==> src/design/a2b_pkg.sv <==
// shared types and constants of the avcc to annex b converter
package a2b_pkg;

    localparam int LENGTH_BITS = 24;
    localparam int MAX_ITEMS   = 4;
    localparam int Q_DEPTH     = 8;
    localparam int Q_AW        = $clog2(Q_DEPTH);
    localparam int Q_CW        = Q_AW + 1;

    localparam logic [4:0] NAL_TYPE_MASK = 5'h1f;
    localparam logic [4:0] NAL_TYPE_IDR  = 5'd5;

    typedef enum logic [1:0] {
        ST_OK    = 2'd0,
        ST_SHORT = 2'd1,
        ST_NONE  = 2'd2
    } t_status;

    typedef struct packed {
        logic [7:0]  data_byte;
        logic        first_byte;
        logic [23:0] total_length;
    } t_in_item;

    typedef struct packed {
        logic [7:0] out_byte;
        logic       byte_valid;
        logic       end_of_packet;
        logic       keyframe;
        logic [1:0] status;
    } t_out_item;

    typedef struct packed {
        logic [2:0]                     count;
        t_out_item [MAX_ITEMS-1:0]      items;
    } t_push;

endpackage

==> src/design/a2b_core.sv <==
// input register and per-byte conversion step
module a2b_core (
    input  logic              i_clk,
    input  logic              i_rst_n,
    input  logic              i_valid,
    input  a2b_pkg::t_in_item i_item,
    output logic              o_stall,
    input  logic              i_room,
    output a2b_pkg::t_push    o_push
);
    import a2b_pkg::*;

    typedef enum logic [1:0] {
        PH_LEN  = 2'd0,
        PH_PAY  = 2'd1,
        PH_DROP = 2'd2
    } t_phase;

    logic        r_in_valid;
    t_in_item    r_in;
    t_phase      r_phase,          n_phase;
    logic [23:0] r_len_shift,      n_len_shift;
    logic [1:0]  r_len_count,      n_len_count;
    logic [23:0] r_payload_left,   n_payload_left;
    logic [23:0] r_bytes_left,     n_bytes_left;
    logic        r_first_of_unit,  n_first_of_unit;
    logic        r_keyframe_seen,  n_keyframe_seen;
    logic        r_unit_emitted,   n_unit_emitted;
    logic        r_short_buffer,   n_short_buffer;
    logic        consume;
    t_push       push;

    assign consume = r_in_valid && i_room;
    assign o_stall = r_in_valid && !i_room;
    assign o_push  = push;

    always_comb begin
        logic [23:0] total;
        logic [23:0] remain;
        logic [31:0] n;
        logic [2:0]  k;
        t_status     st;

        n_phase         = r_phase;
        n_len_shift     = r_len_shift;
        n_len_count     = r_len_count;
        n_payload_left  = r_payload_left;
        n_bytes_left    = r_bytes_left;
        n_first_of_unit = r_first_of_unit;
        n_keyframe_seen = r_keyframe_seen;
        n_unit_emitted  = r_unit_emitted;
        n_short_buffer  = r_short_buffer;
        k               = 3'd0;
        push            = '0;
        total           = r_in.total_length;
        st              = ST_OK;

        // a new buffer drops whatever was left of the old one
        if (r_in.first_byte) begin
            if (total == 24'd0) begin
                total = 24'd1;
            end
            n_bytes_left    = total;
            n_phase         = PH_LEN;
            n_len_shift     = '0;
            n_len_count     = '0;
            n_payload_left  = '0;
            n_first_of_unit = 1'b0;
            n_keyframe_seen = 1'b0;
            n_unit_emitted  = 1'b0;
            n_short_buffer  = (total < 24'd4);
        end

        remain = n_bytes_left - 24'd1;
        n      = {n_len_shift, r_in.data_byte};

        if (n_bytes_left != 24'd0) begin
            case (n_phase)
                PH_LEN: begin
                    if (n_len_count == 2'd3) begin
                        n_len_shift = '0;
                        n_len_count = '0;
                        if (n == 32'd0 || n > {8'd0, remain} || (n >> LENGTH_BITS) != 32'd0) begin
                            n_phase = PH_DROP;
                        end else begin
                            push.items[0] = '{8'h00, 1'b1, 1'b0, 1'b0, ST_OK};
                            push.items[1] = '{8'h00, 1'b1, 1'b0, 1'b0, ST_OK};
                            push.items[2] = '{8'h00, 1'b1, 1'b0, 1'b0, ST_OK};
                            push.items[3] = '{8'h01, 1'b1, 1'b0, 1'b0, ST_OK};
                            k               = 3'd4;
                            n_payload_left  = n[23:0];
                            n_first_of_unit = 1'b1;
                            n_unit_emitted  = 1'b1;
                            n_phase         = PH_PAY;
                        end
                    end else begin
                        n_len_shift = n[23:0];
                        n_len_count = n_len_count + 2'd1;
                    end
                end
                PH_PAY: begin
                    push.items[0] = '{r_in.data_byte, 1'b1, 1'b0, 1'b0, ST_OK};
                    k = 3'd1;
                    if (n_first_of_unit &&
                        (r_in.data_byte[4:0] & NAL_TYPE_MASK) == NAL_TYPE_IDR) begin
                        n_keyframe_seen = 1'b1;
                    end
                    n_first_of_unit = 1'b0;
                    if (n_payload_left != 24'd0) begin
                        n_payload_left = n_payload_left - 24'd1;
                    end
                    if (n_payload_left == 24'd0) begin
                        n_phase = PH_LEN;
                    end
                end
                default: begin
                end
            endcase

            n_bytes_left = remain;
            // last byte of the buffer: the status item follows any data item
            if (remain == 24'd0) begin
                if (n_short_buffer) begin
                    st = ST_SHORT;
                end else if (n_unit_emitted) begin
                    st = ST_OK;
                end else begin
                    st = ST_NONE;
                end
                push.items[k[1:0]] = '{8'h00, 1'b0, 1'b1, n_keyframe_seen, st};
                k               = k + 3'd1;
                n_phase         = PH_LEN;
                n_len_shift     = '0;
                n_len_count     = '0;
                n_payload_left  = '0;
                n_first_of_unit = 1'b0;
            end
        end

        push.count = consume ? k : 3'd0;
    end

    always_ff @(posedge i_clk) begin
        if (!i_rst_n) begin
            r_in_valid      <= 1'b0;
            r_phase         <= PH_LEN;
            r_len_shift     <= '0;
            r_len_count     <= '0;
            r_payload_left  <= '0;
            r_bytes_left    <= '0;
            r_first_of_unit <= 1'b0;
            r_keyframe_seen <= 1'b0;
            r_unit_emitted  <= 1'b0;
            r_short_buffer  <= 1'b0;
        end else begin
            if (!o_stall) begin
                r_in_valid <= i_valid;
            end
            if (consume) begin
                r_phase         <= n_phase;
                r_len_shift     <= n_len_shift;
                r_len_count     <= n_len_count;
                r_payload_left  <= n_payload_left;
                r_bytes_left    <= n_bytes_left;
                r_first_of_unit <= n_first_of_unit;
                r_keyframe_seen <= n_keyframe_seen;
                r_unit_emitted  <= n_unit_emitted;
                r_short_buffer  <= n_short_buffer;
            end
        end
    end

    always_ff @(posedge i_clk) begin
        if (!o_stall) begin
            r_in <= i_item;
        end
    end

endmodule

==> src/design/a2b_queue.sv <==
// result queue taking up to four items per cycle and giving one unless stalled
module a2b_queue (
    input  logic               i_clk,
    input  logic               i_rst_n,
    input  a2b_pkg::t_push     i_push,
    output logic               o_room,
    output logic               o_valid,
    input  logic               i_stall,
    output a2b_pkg::t_out_item o_item
);
    import a2b_pkg::*;

    t_out_item         r_mem [Q_DEPTH];
    logic [Q_AW-1:0]   r_wr_ptr;
    logic [Q_AW-1:0]   r_rd_ptr;
    logic [Q_CW-1:0]   r_count;
    logic              pop;

    assign o_valid = (r_count != '0);
    assign o_item  = r_mem[r_rd_ptr];
    assign pop     = o_valid && !i_stall;
    // room for a whole start code, whatever leaves this cycle
    assign o_room  = (r_count <= Q_CW'(Q_DEPTH - MAX_ITEMS));

    always_ff @(posedge i_clk) begin
        if (!i_rst_n) begin
            r_wr_ptr <= '0;
            r_rd_ptr <= '0;
            r_count  <= '0;
        end else begin
            r_wr_ptr <= r_wr_ptr + Q_AW'(i_push.count);
            if (pop) begin
                r_rd_ptr <= r_rd_ptr + Q_AW'(1);
            end
            r_count <= r_count + Q_CW'(i_push.count) - Q_CW'(pop);
        end
    end

    always_ff @(posedge i_clk) begin
        for (int i = 0; i < MAX_ITEMS; i++) begin
            if (i < int'(i_push.count)) begin
                r_mem[r_wr_ptr + Q_AW'(i)] <= i_push.items[i];
            end
        end
    end

endmodule

==> src/design/avcc_to_annexb_converter.sv <==
// top level of the avcc to annex b byte converter
// input channel: i_valid / o_stall carry one item per cycle unless stalled:
//   a byte, a first-byte flag and, on the first byte, the buffer's byte count
// output channel: o_valid / i_stall carry one result per cycle unless stalled:
//   start code or payload bytes, and one status item per completed buffer
// an accepted item waits in the input register until the queue has room,
//   then its results are written to an 8-entry queue, whose head drives the
//   output and can be taken when the receiver does not stall
// throughput is one item per cycle in and out when nothing stalls; the fourth
//   length byte makes four start-code items at once, which the queue absorbs
//   as the other three length bytes of the unit produce nothing
// the input stalls while an item waits and the queue has fewer than four free
//   entries, so a stalled receiver fills the queue and then holds off the sender
// reset empties the queue and the input register and clears the buffer state;
//   a byte with no buffer open is taken and dropped
module avcc_to_annexb_converter (
    input  logic               i_clk,
    input  logic               i_rst_n,
    input  logic               i_valid,
    input  a2b_pkg::t_in_item  i_item,
    output logic               o_stall,
    output logic               o_valid,
    input  logic               i_stall,
    output a2b_pkg::t_out_item o_item
);
    import a2b_pkg::*;

    t_push push;
    logic  room;

    a2b_core u_core (
        .i_clk   (i_clk),
        .i_rst_n (i_rst_n),
        .i_valid (i_valid),
        .i_item  (i_item),
        .o_stall (o_stall),
        .i_room  (room),
        .o_push  (push)
    );

    a2b_queue u_queue (
        .i_clk   (i_clk),
        .i_rst_n (i_rst_n),
        .i_push  (push),
        .o_room  (room),
        .o_valid (o_valid),
        .i_stall (i_stall),
        .o_item  (o_item)
    );

endmodule

==> config.mk <==
export PLATFORM = sky130hd
export DESIGN_NAME = avcc_to_annexb_converter
export DESIGN_NICKNAME = d
export VERILOG_FILES = /design/src/design/a2b_pkg.sv /design/src/design/a2b_core.sv /design/src/design/a2b_queue.sv /design/src/design/avcc_to_annexb_converter.sv
export SDC_FILE = /design/constraint.sdc
export NUM_CORES = 1
export LEC_CHECK = 0
export BUFFER_PORTS_ARGS = -buffer_cell sky130_fd_sc_hd__buf_2
export CAP_MARGIN = 20
export CORE_AREA = 4 4 174 176
export DETAILED_ROUTE_END_ITERATION = 6
export DIE_AREA = 0 0 178 180
export PLACE_DENSITY = 0.68
export SLEW_MARGIN = 15
export SYNTH_ARGS = -nofsm -noshare
export SYNTH_HDL_FRONTEND = slang
export SYNTH_SLANG_ARGS = --single-unit
export TNS_END_PERCENT = 30
==> constraint.sdc <==
create_clock -name i_clk -period 6.47 [get_ports i_clk]
set_input_delay 0.3235 -clock i_clk [delete_from_list [all_inputs] [get_ports i_clk]]
set_output_delay 0.3235 -clock i_clk [all_outputs]
set_load 0.02 [all_outputs]
==> results of run 1 <==
==> state kept, by name, indices dropped and copies added, names as in the netlist, 2 cells and up, named ones only <==
register and count:
u_queue.r_mem 104, u_core.r_in 33, u_core.r_bytes_left 24, u_core.r_len_shift 24, u_core.r_payload_left 24, u_queue.r_count 4, u_queue.r_rd_ptr 3, u_queue.r_wr_ptr 3
u_core.r_len_count 2, u_core.r_phase 2
==> per-layer routing <==
| metal | up-vias | track usage |
|---|---|---|
| met3 | 146 | 0.0338 |
| met2 | 701 | 0.444 |
| met1 | 6157 | 0.368 |
| met5 | - | 0 |
| met4 | 0 | 0.0996 |
| li1 | 5798 | - |
==> cell usage after synthesis (9+ instances only) <==
cell type  number  area [sq um]
dfxtp_1        94          1880
nor2_1        184           691
a22oi_1         9          67.6
mux2i_1        33           330
or3_1          16           100
buf_1           9          33.8
buf_2          14          70.1
a21o_1         13          97.6
o2bb2ai_1       9          78.8
nand3_1        38           190
o21bai_1       12          90.1
o21ai_0        57           285
edfxtp_1      137          4110
nor2b_1        25           156
mux4_2         26           586
and2_1         14          87.6
xor2_1         14           123
nor3_1         62           310
nor3b_1         9          67.6
o22ai_1        43           269
o31ai_1        16           120
nand2b_1        9          56.3
nand4_1        30           188
mux2_2         18           203
a21oi_1        82           410
nand2_1       116           435
xnor2_1        23           201
a31oi_1        17           106
inv_1          47           176
nor4_1         37           231
ha_1           42           526
a32oi_1        15           131
nand3b_1       10          75.1
clkbuf_1       67           251
a32o_1         11           110
==> report_power, final <==
group	switching, mW	internal, mW	leakage (nW)
clock	0.606	0.781	0.379
combinational	0.649	0.456	3.58
sequential	0.143	1.64	1.99
total	1.40	2.88	5.95
==> kinds of logic (layout without fill, tap and decap cells) <==
group	count (synthesis)	after routing	synth area share
XOR/XNOR	37	37	0.0229
AO/OA/AOI/OAI	362	362	0.173
AND/OR/NAND/NOR	601	601	0.217
flip-flops	231	231	0.424
adder cells (fa/ha/maj)	44	44	0.0400
buffers and inverters	148	229	0.0440
multiplexers	77	77	0.0791
==> critical path, delay by kind of cell, from the launching register on <==
kind            cells  cell delay, ps
flops               1             460
fa+ha+maj           2             540
simple gates       11            3300
compound gates      6            1310
buf+inv             1              90
==> cell type report <==
type	instances	area share
clock buffer	32	0.0421
clock inverter	14	0.00686
multi-input combinational	1121	0.475
sequential	231	0.374
tap	384	0.0300
inverter	50	0.0117
timing repair buffer	133	0.0604
==> how the worst min path moves through the flow <==
| stage | from | endpoint | slack, ps | cells past startpoint |
|---|---|---|---|---|
| after global placement | u_core.r_bytes_left[0]$_SDFFE_PN0P_ | u_core.r_bytes_left[0]$_SDFFE_PN0P_ | 440 | 2 |
| after global routing | i_stall | flop | 250 | 4 |
| after CTS | i_stall | u_queue.r_rd_ptr[1]$_SDFFE_PN0P_ | 210 | 4 |
| after detailed placement | u_core.r_bytes_left[0]$_SDFFE_PN0P_ | u_core.r_bytes_left[0]$_SDFFE_PN0P_ | 440 | 2 |
| final | i_stall | u_queue.r_rd_ptr[1]$_SDFFE_PN0P_ | 230 | 4 |
| after floorplan | i_item[0] | u_core.r_in[0]$_DFFE_PN_ | 420 | 0 |
==> what timing repair did <==
item | 4_1_cts | 5_1_grt
gates resized for setup | 0 | 5
hold buffers | 34 | 0
setup endpoints to repair | 0 | 202
hold endpoints to repair | 34 | 0
==> results.toml, run 1 <==
[critical_path]
max_stage_delay_ps = 510
timing.rr.start = "u_core.r_in[16]$_DFFE_PN_"
regToRegSetupSlack_ps = 410
ff2ff_path_depth = 20
cp.required_ps = 6650
critPathLaunchType = "flop"
crit_start = "u_core.r_in[16]$_DFFE_PN_"
cp-end-kind = "flop"
r2r-end = "u_queue.r_mem[7][1]$_SDFFCE_PP0P_"
crit_path_end = "u_queue.r_mem[7][1]$_SDFFCE_PP0P_"
cp_slowest_cell = "or4b_1"
crit_type = "flop to flop"
arrival_ps = 6240
cp_cell_sequence = "nor4_2 -> nand4_1 -> or3_1 -> nand2_1 -> inv_1 -> ha_1 -> o221ai_2 -> nor2_1 -> and3_1 -> o31a_1 -> ha_1 -> nand4_1 -> nor4_2 -> or4b_1 -> a21boi_2 -> and3b_1 -> a2bb2oi_1 -> or3_1 -> o31ai_1 -> o21bai_4"
crit_fanout = 13

[clock_network]
cts_buffers = 25
post_cts_buffers = 0
clock_sinks = 231
root_buffer = "clkbuf_16"
cts_tree = "yes"
htreeDepth = 1
clk_pin_slew_worst_paths_ps = 60
clk_latency_ps = 540
cts_buffer_depth = 3

[route]
wl_met1_mm = 17.8
ant_nets = 0
avgViaCountPerCell = 6.52
dr_wl_met3_mm = 3.69
wl_met2_mm = 20.8
routedWlPerCell_microns = 22.5
drtPass1Iterations = 7
drtIter0Drc = 1532
wl_mm = 44.3
drc_errors = 3
num_vias = 12800
top_layer_used = "met4"

[cells_and_area]
final_cell_mix = "nor2_1 (183), edfxtp_1 (137), nand2_1 (116)"
drive_gt1_frac = 0.144
diodes = 0
seqCellArea_sq_um = 6000
syn_to_final_growth_pct = 13.4
layout.cells.non_filler = 1965
mostFrequentLayoutCell = "nor2_1"
fin_area_sq_um = 16000
multi_input_area_sq_um = 7620
final.fill_count = 2532
fin_nets = 1643
final_util = 0.560

[synth]
ys_seq_elements = 231
syn_nets = 1581
syn-cell-area_sq_um = 14100
async_flop_share = 0
syn_area_per_cell_sq_um = 9.43
ys_types = 92
synth_edf_count = 137
synthFlopType = "edfxtp_1"
synthCells = 1500
yosysSeqAreaShare = 0.424
synth_warnings = 0

[outcome]
status = "complete, but fails checks"
violations = "design-rule violations"

[timing]
setup_violations = 0
fin_crit_sh = 0.936
maxSlewViolCount = 0
fmax_mhz = 165
clock_skew_ps = 13.9
min_period_ps = 6060
relSlewSlack = 0.281
setup_tns_ps = 0
setup_ws_ps = 414
tightest_slew_ps = 1080
holdWs_ps = 230
rsz0062_at_grt = "false"
final_hold_viol_count = 0

[global_route]
grt-ovfl-total = 0
track_usage = 0.271
grt_pass1_wl_mm = 69.9
grt_start_max_net_pins = 61
antenna_found_initial = 0
grt_pass1_vias = 12400

[placed_design]
gp_congestion = 0.961
place_area_sq_um = 14900
io_buffer_count = 51
hpwl_mm = 31.5
dp_slack_ps = 348
place_inst = 1885

[floorplan]
io_pins = 52
core-area_sq_um = 28600
num_rows = 62
chipHeight_microns = 180
die_w_microns = 178
initial_utilization = 0.494
die-area_sq_um = 32000

[job]
cap_viol_max_count = 0

[min_path]
hp-class = "input pin to flop"

[power]
leakage_nw = 5.95
vdd_drop_max_v = 0.000240
p_per_area_nw_per_um2 = 267
finalPower_mw = 4.28
(Power assumes the default switching activity.)
==> inputs of run 2 (changes only) <==
- PLACE_DENSITY: 0.68 -> default
- PLACE_DENSITY_LB_ADDON: default -> 0.1
- clock period: 6.47 -> 5.3 ns (I/O delays scaled with it)
==> run 2 against run 1 <==
Compared with the run above: the flow now finishes without violations; sequential share of layout area down 3.6 points; flip-flop and latch count unchanged; worst hold slack lost 82 ps; clock-buffer cell count unchanged; sequential power rose by 22%; clock skew decreased by 0.71 ps; register-to-register slack got worse by 350 ps; clock power rose by 41%; cell count rose by 6.5%; first-iteration DRC count is 0.72% lower; combinational power grew 46%; total power grew 34%; highest routed layer unchanged.
==> results.toml, run 2 (same netlist as run 1, synthesis figures left out) <==
[route]
drtIter0Drc = 1521
wl_mm = 47.8
drtPass1Iterations = 6
ant_nets = 0
avgViaCountPerCell = 6.33
routedWlPerCell_microns = 22.8
num_vias = 13200
drc_errors = 0

[clock_network]
cts_tree = "yes"
cts_buffer_depth = 3
cts_buffers = 25
root_buffer = "clkbuf_16"
htreeDepth = 1
clk_pin_slew_worst_paths_ps = 60
clk_latency_ps = 550
clock_sinks = 231

[global_route]
antenna_found_initial = 0
grt_pass1_wl_mm = 72.8
grt_start_max_net_pins = 47
grt_pass1_vias = 12600
grt-ovfl-total = 0
track_usage = 0.287

[critical_path]
ff2ff_path_depth = 22
cp_cell_sequence = "nor4_2 -> buf_4 -> nand4_1 -> or3_4 -> nand2_4 -> inv_4 -> ha_4 -> o221ai_4 -> nor2_2 -> and3_1 -> o31a_1 -> ha_1 -> nand4_1 -> nor4_2 -> or4b_4 -> a21boi_4 -> nand3b_4 -> nor4b_4 -> a31oi_4 -> o31ai_2 -> o21bai_4 -> buf_12"
r2r-end = "u_queue.r_mem[7][2]$_SDFFCE_PP0P_"
cp.required_ps = 5560
regToRegSetupSlack_ps = 70
critPathLaunchType = "flop"
crit_path_end = "u_queue.r_mem[7][2]$_SDFFCE_PP0P_"
cp-end-kind = "flop"
crit_fanout = 13
timing.rr.start = "u_core.r_in[16]$_DFFE_PN_"
arrival_ps = 5490
crit_start = "u_core.r_in[16]$_DFFE_PN_"
crit_type = "flop to flop"
max_stage_delay_ps = 520
cp_slowest_cell = "or4b_4"

[min_path]
hp-class = "input pin to flop"

[cells_and_area]
top_regs = "u_queue.r_mem x104, u_core.r_in x33"
fin_nets = 1771
mostFrequentLayoutCell = "nor2_1"
diodes = 0
layout.cells.non_filler = 2093
syn_to_final_growth_pct = 25.5
final_cell_mix = "nor2_1 (180), buf_4 (156), edfxtp_1 (137)"
largest_reg_flops = 104
largest-register = "u_queue.r_mem"
drive_gt1_frac = 0.245

[timing]
rsz0062_at_grt = "true"
fin_crit_sh = 0.987
tightest_slew_ps = 990
final_hold_viol_count = 0
fmax_mhz = 191
maxSlewViolCount = 0
min_period_ps = 5230
relSlewSlack = 0.339
setup_violations = 0
clock_skew_ps = 13.2

[placed_design]
gp_congestion = 0.969
place_inst = 1996
hpwl_mm = 34.7
io_buffer_count = 51

[floorplan]
io_pins = 52
die-area_sq_um = 32000
chipHeight_microns = 180
die_w_microns = 178
num_rows = 62
core-area_sq_um = 28600
initial_utilization = 0.494

[power]
p_per_area_nw_per_um2 = 324
finalPower_mw = 5.74
leakage_nw = 6.75
vdd_drop_max_v = 0.000278

[job]
cap_viol_max_count = 0

[outcome]
status = "completed"
-- run 2: cell count changes in the layout (fill, tap and decap cells not counted), sizes merged --
cell and change:
buf +124, clkinvlp -1, o21bai +3, clkinv -4, bufinv +5, clkbuf +1
-- run 2: critical path, delay by kind of cell (launching register included) --
kind,cells,cell delay [ps]
adder cells (fa/ha/maj),2,470
AO/OA/AOI/OAI,6,1090
flip-flops,1,420
AND/OR/NAND/NOR,11,2600
buffers and inverters,3,360
-- run 2: worst min path at each step --
stage	from	endpoint	slack (ps)	depth (start not counted)
final	i_stall	u_queue.r_rd_ptr[0]$_SDFFE_PN0P_	150	4
after global routing	i_stall	u_queue.r_rd_ptr[1]$_SDFFE_PN0P_	170	4
after floorplan	i_item[0]	u_core.r_in[0]$_DFFE_PN_	360	0
after CTS	i_stall	flop	120	4
after detailed placement	i_item[18]	u_core.r_in[18]$_DFFE_PN_	440	1
after global placement	u_core.r_first_of_unit$_SDFFE_PN0P_	u_core.r_first_of_unit$_SDFFE_PN0P_	440	2
-- run 2: cell type report --
cell class                 count  area (sq um)
sequential                   231          6000
tap                          384           480
clock buffer                  32           682
clock inverter                14           243
fill                        2410         10900
multi-input combinational   1124          8130
timing repair buffer         258          2020
inverter                      50           190
-- run 2: timing repair --
item                                    CTS  global route
cloned                                    0             5
endpoints found under the setup margin   41           228
gates resized for setup                   3            76
hold buffers                             34             0
setup buffers                             0            12
endpoints found under the hold margin    34             0
pin swaps                                 0            16
-- run 2: metrics by stage --
stage          setup WS, ps  hold slack, ps   util  setup TNS, ps  area, sq um
3_3_place_gp           41.0             440  0.557              0        15900
2_1_floorplan          -212             364      -         -12970        14400
4_1_cts                4.36             121  0.602              0        17200
5_1_grt                -248             171  0.620         -32690        17700
3_5_place_dp          -12.9             443  0.557           -164        15900
6_report               67.1             148  0.620              0        17700
-- run 2: where the power goes --
part	switching, mW	internal, mW
registers	0.166	2.00
logic	0.891	0.726
clock network	0.750	1.21
-- run 2: per-layer routing --
| metal | vias to the layer above | part of all wire | track usage |
|---|---|---|---|
| met2 | 673 | 0.47 | 0.460 |
| li1 | 6084 | - | - |
| met1 | 6374 | 0.41 | 0.402 |
| met4 | 0 | 0.037 | 0.0975 |
| met5 | - | 0 | 0 |
| met3 | 113 | 0.087 | 0.0397 |
==> inputs of run 3 (changes only) <==
- CORE_AREA: 4 4 174 176 -> 4 4 186 188
- DIE_AREA: 0 0 178 180 -> 0 0 190 192
- HOLD_SLACK_MARGIN: default -> 0.1
- SYNTH_HIERARCHICAL: default -> 1
==> run 3 against run 2 <==
Compared with the run above: the run now ends with negative setup slack left; clock skew is 5.4 ps higher; first-iteration DRC count is 20% lower; die area grew 14%; fmax fell by 7.2%; clock-buffer cell count is 2 higher; sequential power about the same; worst hold slack improved by 120 ps; total power is 1.0% lower; synthesized area is 15% higher; largest cell class unchanged; largest power group unchanged.
==> results.toml, run 3 <==
[outcome]
status = "complete, but fails checks"
violations = "negative setup slack"

[floorplan]
core-area_sq_um = 33100
chipHeight_microns = 192
initial_utilization = 0.491
die-area_sq_um = 36500
die_w_microns = 190
io_pins = 52
num_rows = 67

[synth]
synthFlopType = "edfxtp_1"
synth_area_leader_cell = "edfxtp_1"
async_flop_share = 0
syn_area_per_cell_sq_um = 9.21
yosysMostFrequentCell = "nand2_1"
yosysSeqAreaShare = 0.369
synthCells = 1763
synth_warnings = 6
ys_seq_elements = 231
synth_top_area_share = 0.253
synth_common_cells = "nand2_1 (162), edfxtp_1 (137), nor2_1 (103)"
ys_types = 96
syn-cell-area_sq_um = 16200
synthTopCellsByArea = "edfxtp_1 (25%), dfxtp_1 (12%), mux2i_1 (6.3%)"
synth_edf_count = 137

[placed_design]
hpwl_mm = 37.5
dp_slack_ps = -437
io_buffer_count = 51
gp_congestion = 0.956
place_area_sq_um = 17800

[timing]
fmax_mhz = 177
tightest_slew_ps = 1110
min_period_ps = 5640
maxSlewViolCount = 0
relSlewSlack = 0.253
final_hold_viol_count = 0
setup_ws_ps = -340
setup_violations = 211
rsz0062_at_grt = "true"
clock_skew_ps = 18.6
fin_crit_sh = 1.06

[cells_and_area]
fin_area_sq_um = 19800
mostFrequentLayoutCell = "nand2_1"
syn_to_final_growth_pct = 22.2
fin_nets = 1992
largest_reg_flops = 104
largest-register = "u_queue/r_mem"
top_regs = "u_queue/r_mem x104, u_core/r_in x33"
final_util = 0.599
final_cell_mix = "nand2_1 (160), buf_4 (159), edfxtp_1 (137)"
diodes = 0
drive_gt1_frac = 0.244

[route]
dr_wl_met3_mm = 3.09
top_layer_used = "met4"
routedWlPerCell_microns = 22.1
ant_nets = 0
wl_met1_mm = 21.6
drtPass1Iterations = 5
drc_errors = 0
wl_met2_mm = 26.0
avgViaCountPerCell = 6.14
num_vias = 14600
drtIter0Drc = 1215
wl_mm = 52.7

[critical_path]
arrival_ps = 5910
ff2ff_path_depth = 23
r2r-end = "u_queue/r_mem[7][7]$_DFFE_PP_"
crit_type = "flop to flop"
regToRegSetupSlack_ps = -340
cp.required_ps = 5570
crit_fanout = 21
timing.rr.start = "u_core/r_in[24]$_DFFE_PN_"
cp-end-kind = "flop"
critPathLaunchType = "flop"

[clock_network]
clock_sinks = 231
cts_tree = "yes"
clk_pin_slew_worst_paths_ps = 60
htreeDepth = 1
cts_buffers = 26
root_buffer = "clkbuf_16"
cts_buffer_depth = 3
clk_latency_ps = 560

[global_route]
antenna_found_initial = 0
grt_pass1_wl_mm = 81.0
track_usage = 0.278
grt_start_max_net_pins = 61
grt-ovfl-total = 0
grt_pass1_vias = 14100

[power]
p_per_area_nw_per_um2 = 286
vdd_drop_max_v = 0.000253
finalPower_mw = 5.69
leakage_nw = 7.20

[job]
cap_viol_max_count = 0

[min_path]
hold_depth = 3
hold_end = "u_core/r_in_valid$_SDFFE_PN0N_"
worstHoldStart = "i_rst_n"
hp-class = "input pin to flop"
[run 3: worst max path at each step]
stage	startpoint	endpoint	cells after the start
detailed placement	u_core/r_in[6]$_DFFE_PN_	u_queue/r_mem[6][6]$_DFFE_PP_	23
global placement	u_core/r_in[6]$_DFFE_PN_	u_queue/r_mem[6][10]$_DFFE_PP_	24
finish	u_core/r_in[24]$_DFFE_PN_	u_queue/r_mem[7][7]$_DFFE_PP_	23
floorplan	u_core/r_in[24]$_DFFE_PN_	u_queue/r_mem[6][0]$_DFFE_PP_	31
global route	u_core/r_in[24]$_DFFE_PN_	u_queue/r_mem[7][9]$_DFFE_PP_	23
CTS	u_core/r_in[13]$_DFFE_PN_	u_queue/r_mem[6][8]$_DFFE_PP_	23
[run 3: timing repair]
item                                    in CTS  in global routing
hold buffers                                35                  0
pin swaps                                   13                 31
setup buffers                                8                  7
gates cloned                                 5                  3
endpoints found under the setup margin     212                223
resized for setup                           70                 79
endpoints found under the hold margin       35                  0
[run 3: critical path, cell delays in order (launching register included)]
cell and delay (ps):
edfxtp_1 390, buf_4 180, buf_4 290, nor3b_1 360, o22ai_1 270, buf_4 200
or4_4 500, nor3_2 180, xor2_1 290, ha_1 300, nand4_1 180, buf_4 140
nor2_1 30, nand3_1 70, a31oi_1 60, or4b_4 580, nor3_4 160, buf_12 150
buf_12 120, nor2b_4 170, nand3b_1 160, buf_6 170, o211ai_1 160, buf_12 210
[run 3: cell families (layout without fill, tap and decap cells)]
group | after synthesis | count (layout) | share of synthesized area
muxes | 143 | 143 | 0.109
adders and majority gates | 44 | 44 | 0.0347
other | 1 | 31 | 0.000231
and+or+nand+nor | 597 | 597 | 0.197
xor gates and xnor gates | 50 | 50 | 0.0297
AOI/OAI and AO/OA | 444 | 445 | 0.182
buffers and inverters | 253 | 391 | 0.0780
DFF | 231 | 231 | 0.369
[run 3: per-layer routing]
metal | up-vias | track usage
li1 | 6854 | -
met1 | 7042 | 0.371
met2 | 598 | 0.478
met3 | 119 | 0.0276
met4 | 0 | 0.0849
met5 | - | 0
[run 3: layout make-up]
| class | count | area [sq um] |
|---|---|---|
| well taps | 448 | 561 |
| clock inverters | 14 | 103 |
| clock buffers | 34 | 681 |
| inverters | 57 | 214 |
| fillers | 2842 | 13300 |
| repair buffers | 286 | 2470 |
| multi-input cells | 1310 | 9820 |
| flip-flops and latches | 231 | 6000 |
[run 3: power by group]
part / leakage, nW / switching, mW / internal (mW)
Sequential: 2.08 / 0.171 / 2.01
Combinational: 4.75 / 0.970 / 0.825
Clock: 0.374 / 0.758 / 0.951
Total: 7.20 / 1.90 / 3.79
[run 3: through the flow]
step / instances / setup TNS (ps) / hold WS (ps)
5_1_grt: 2380 / -105030 / 284
3_5_place_dp: 2275 / -62930 / 443
6_report: 2380 / -44650 / 267
3_3_place_gp: 2275 / -40250 / 441
2_1_floorplan: 1793 / -238500 / 364
4_1_cts: 2371 / -37140 / 259
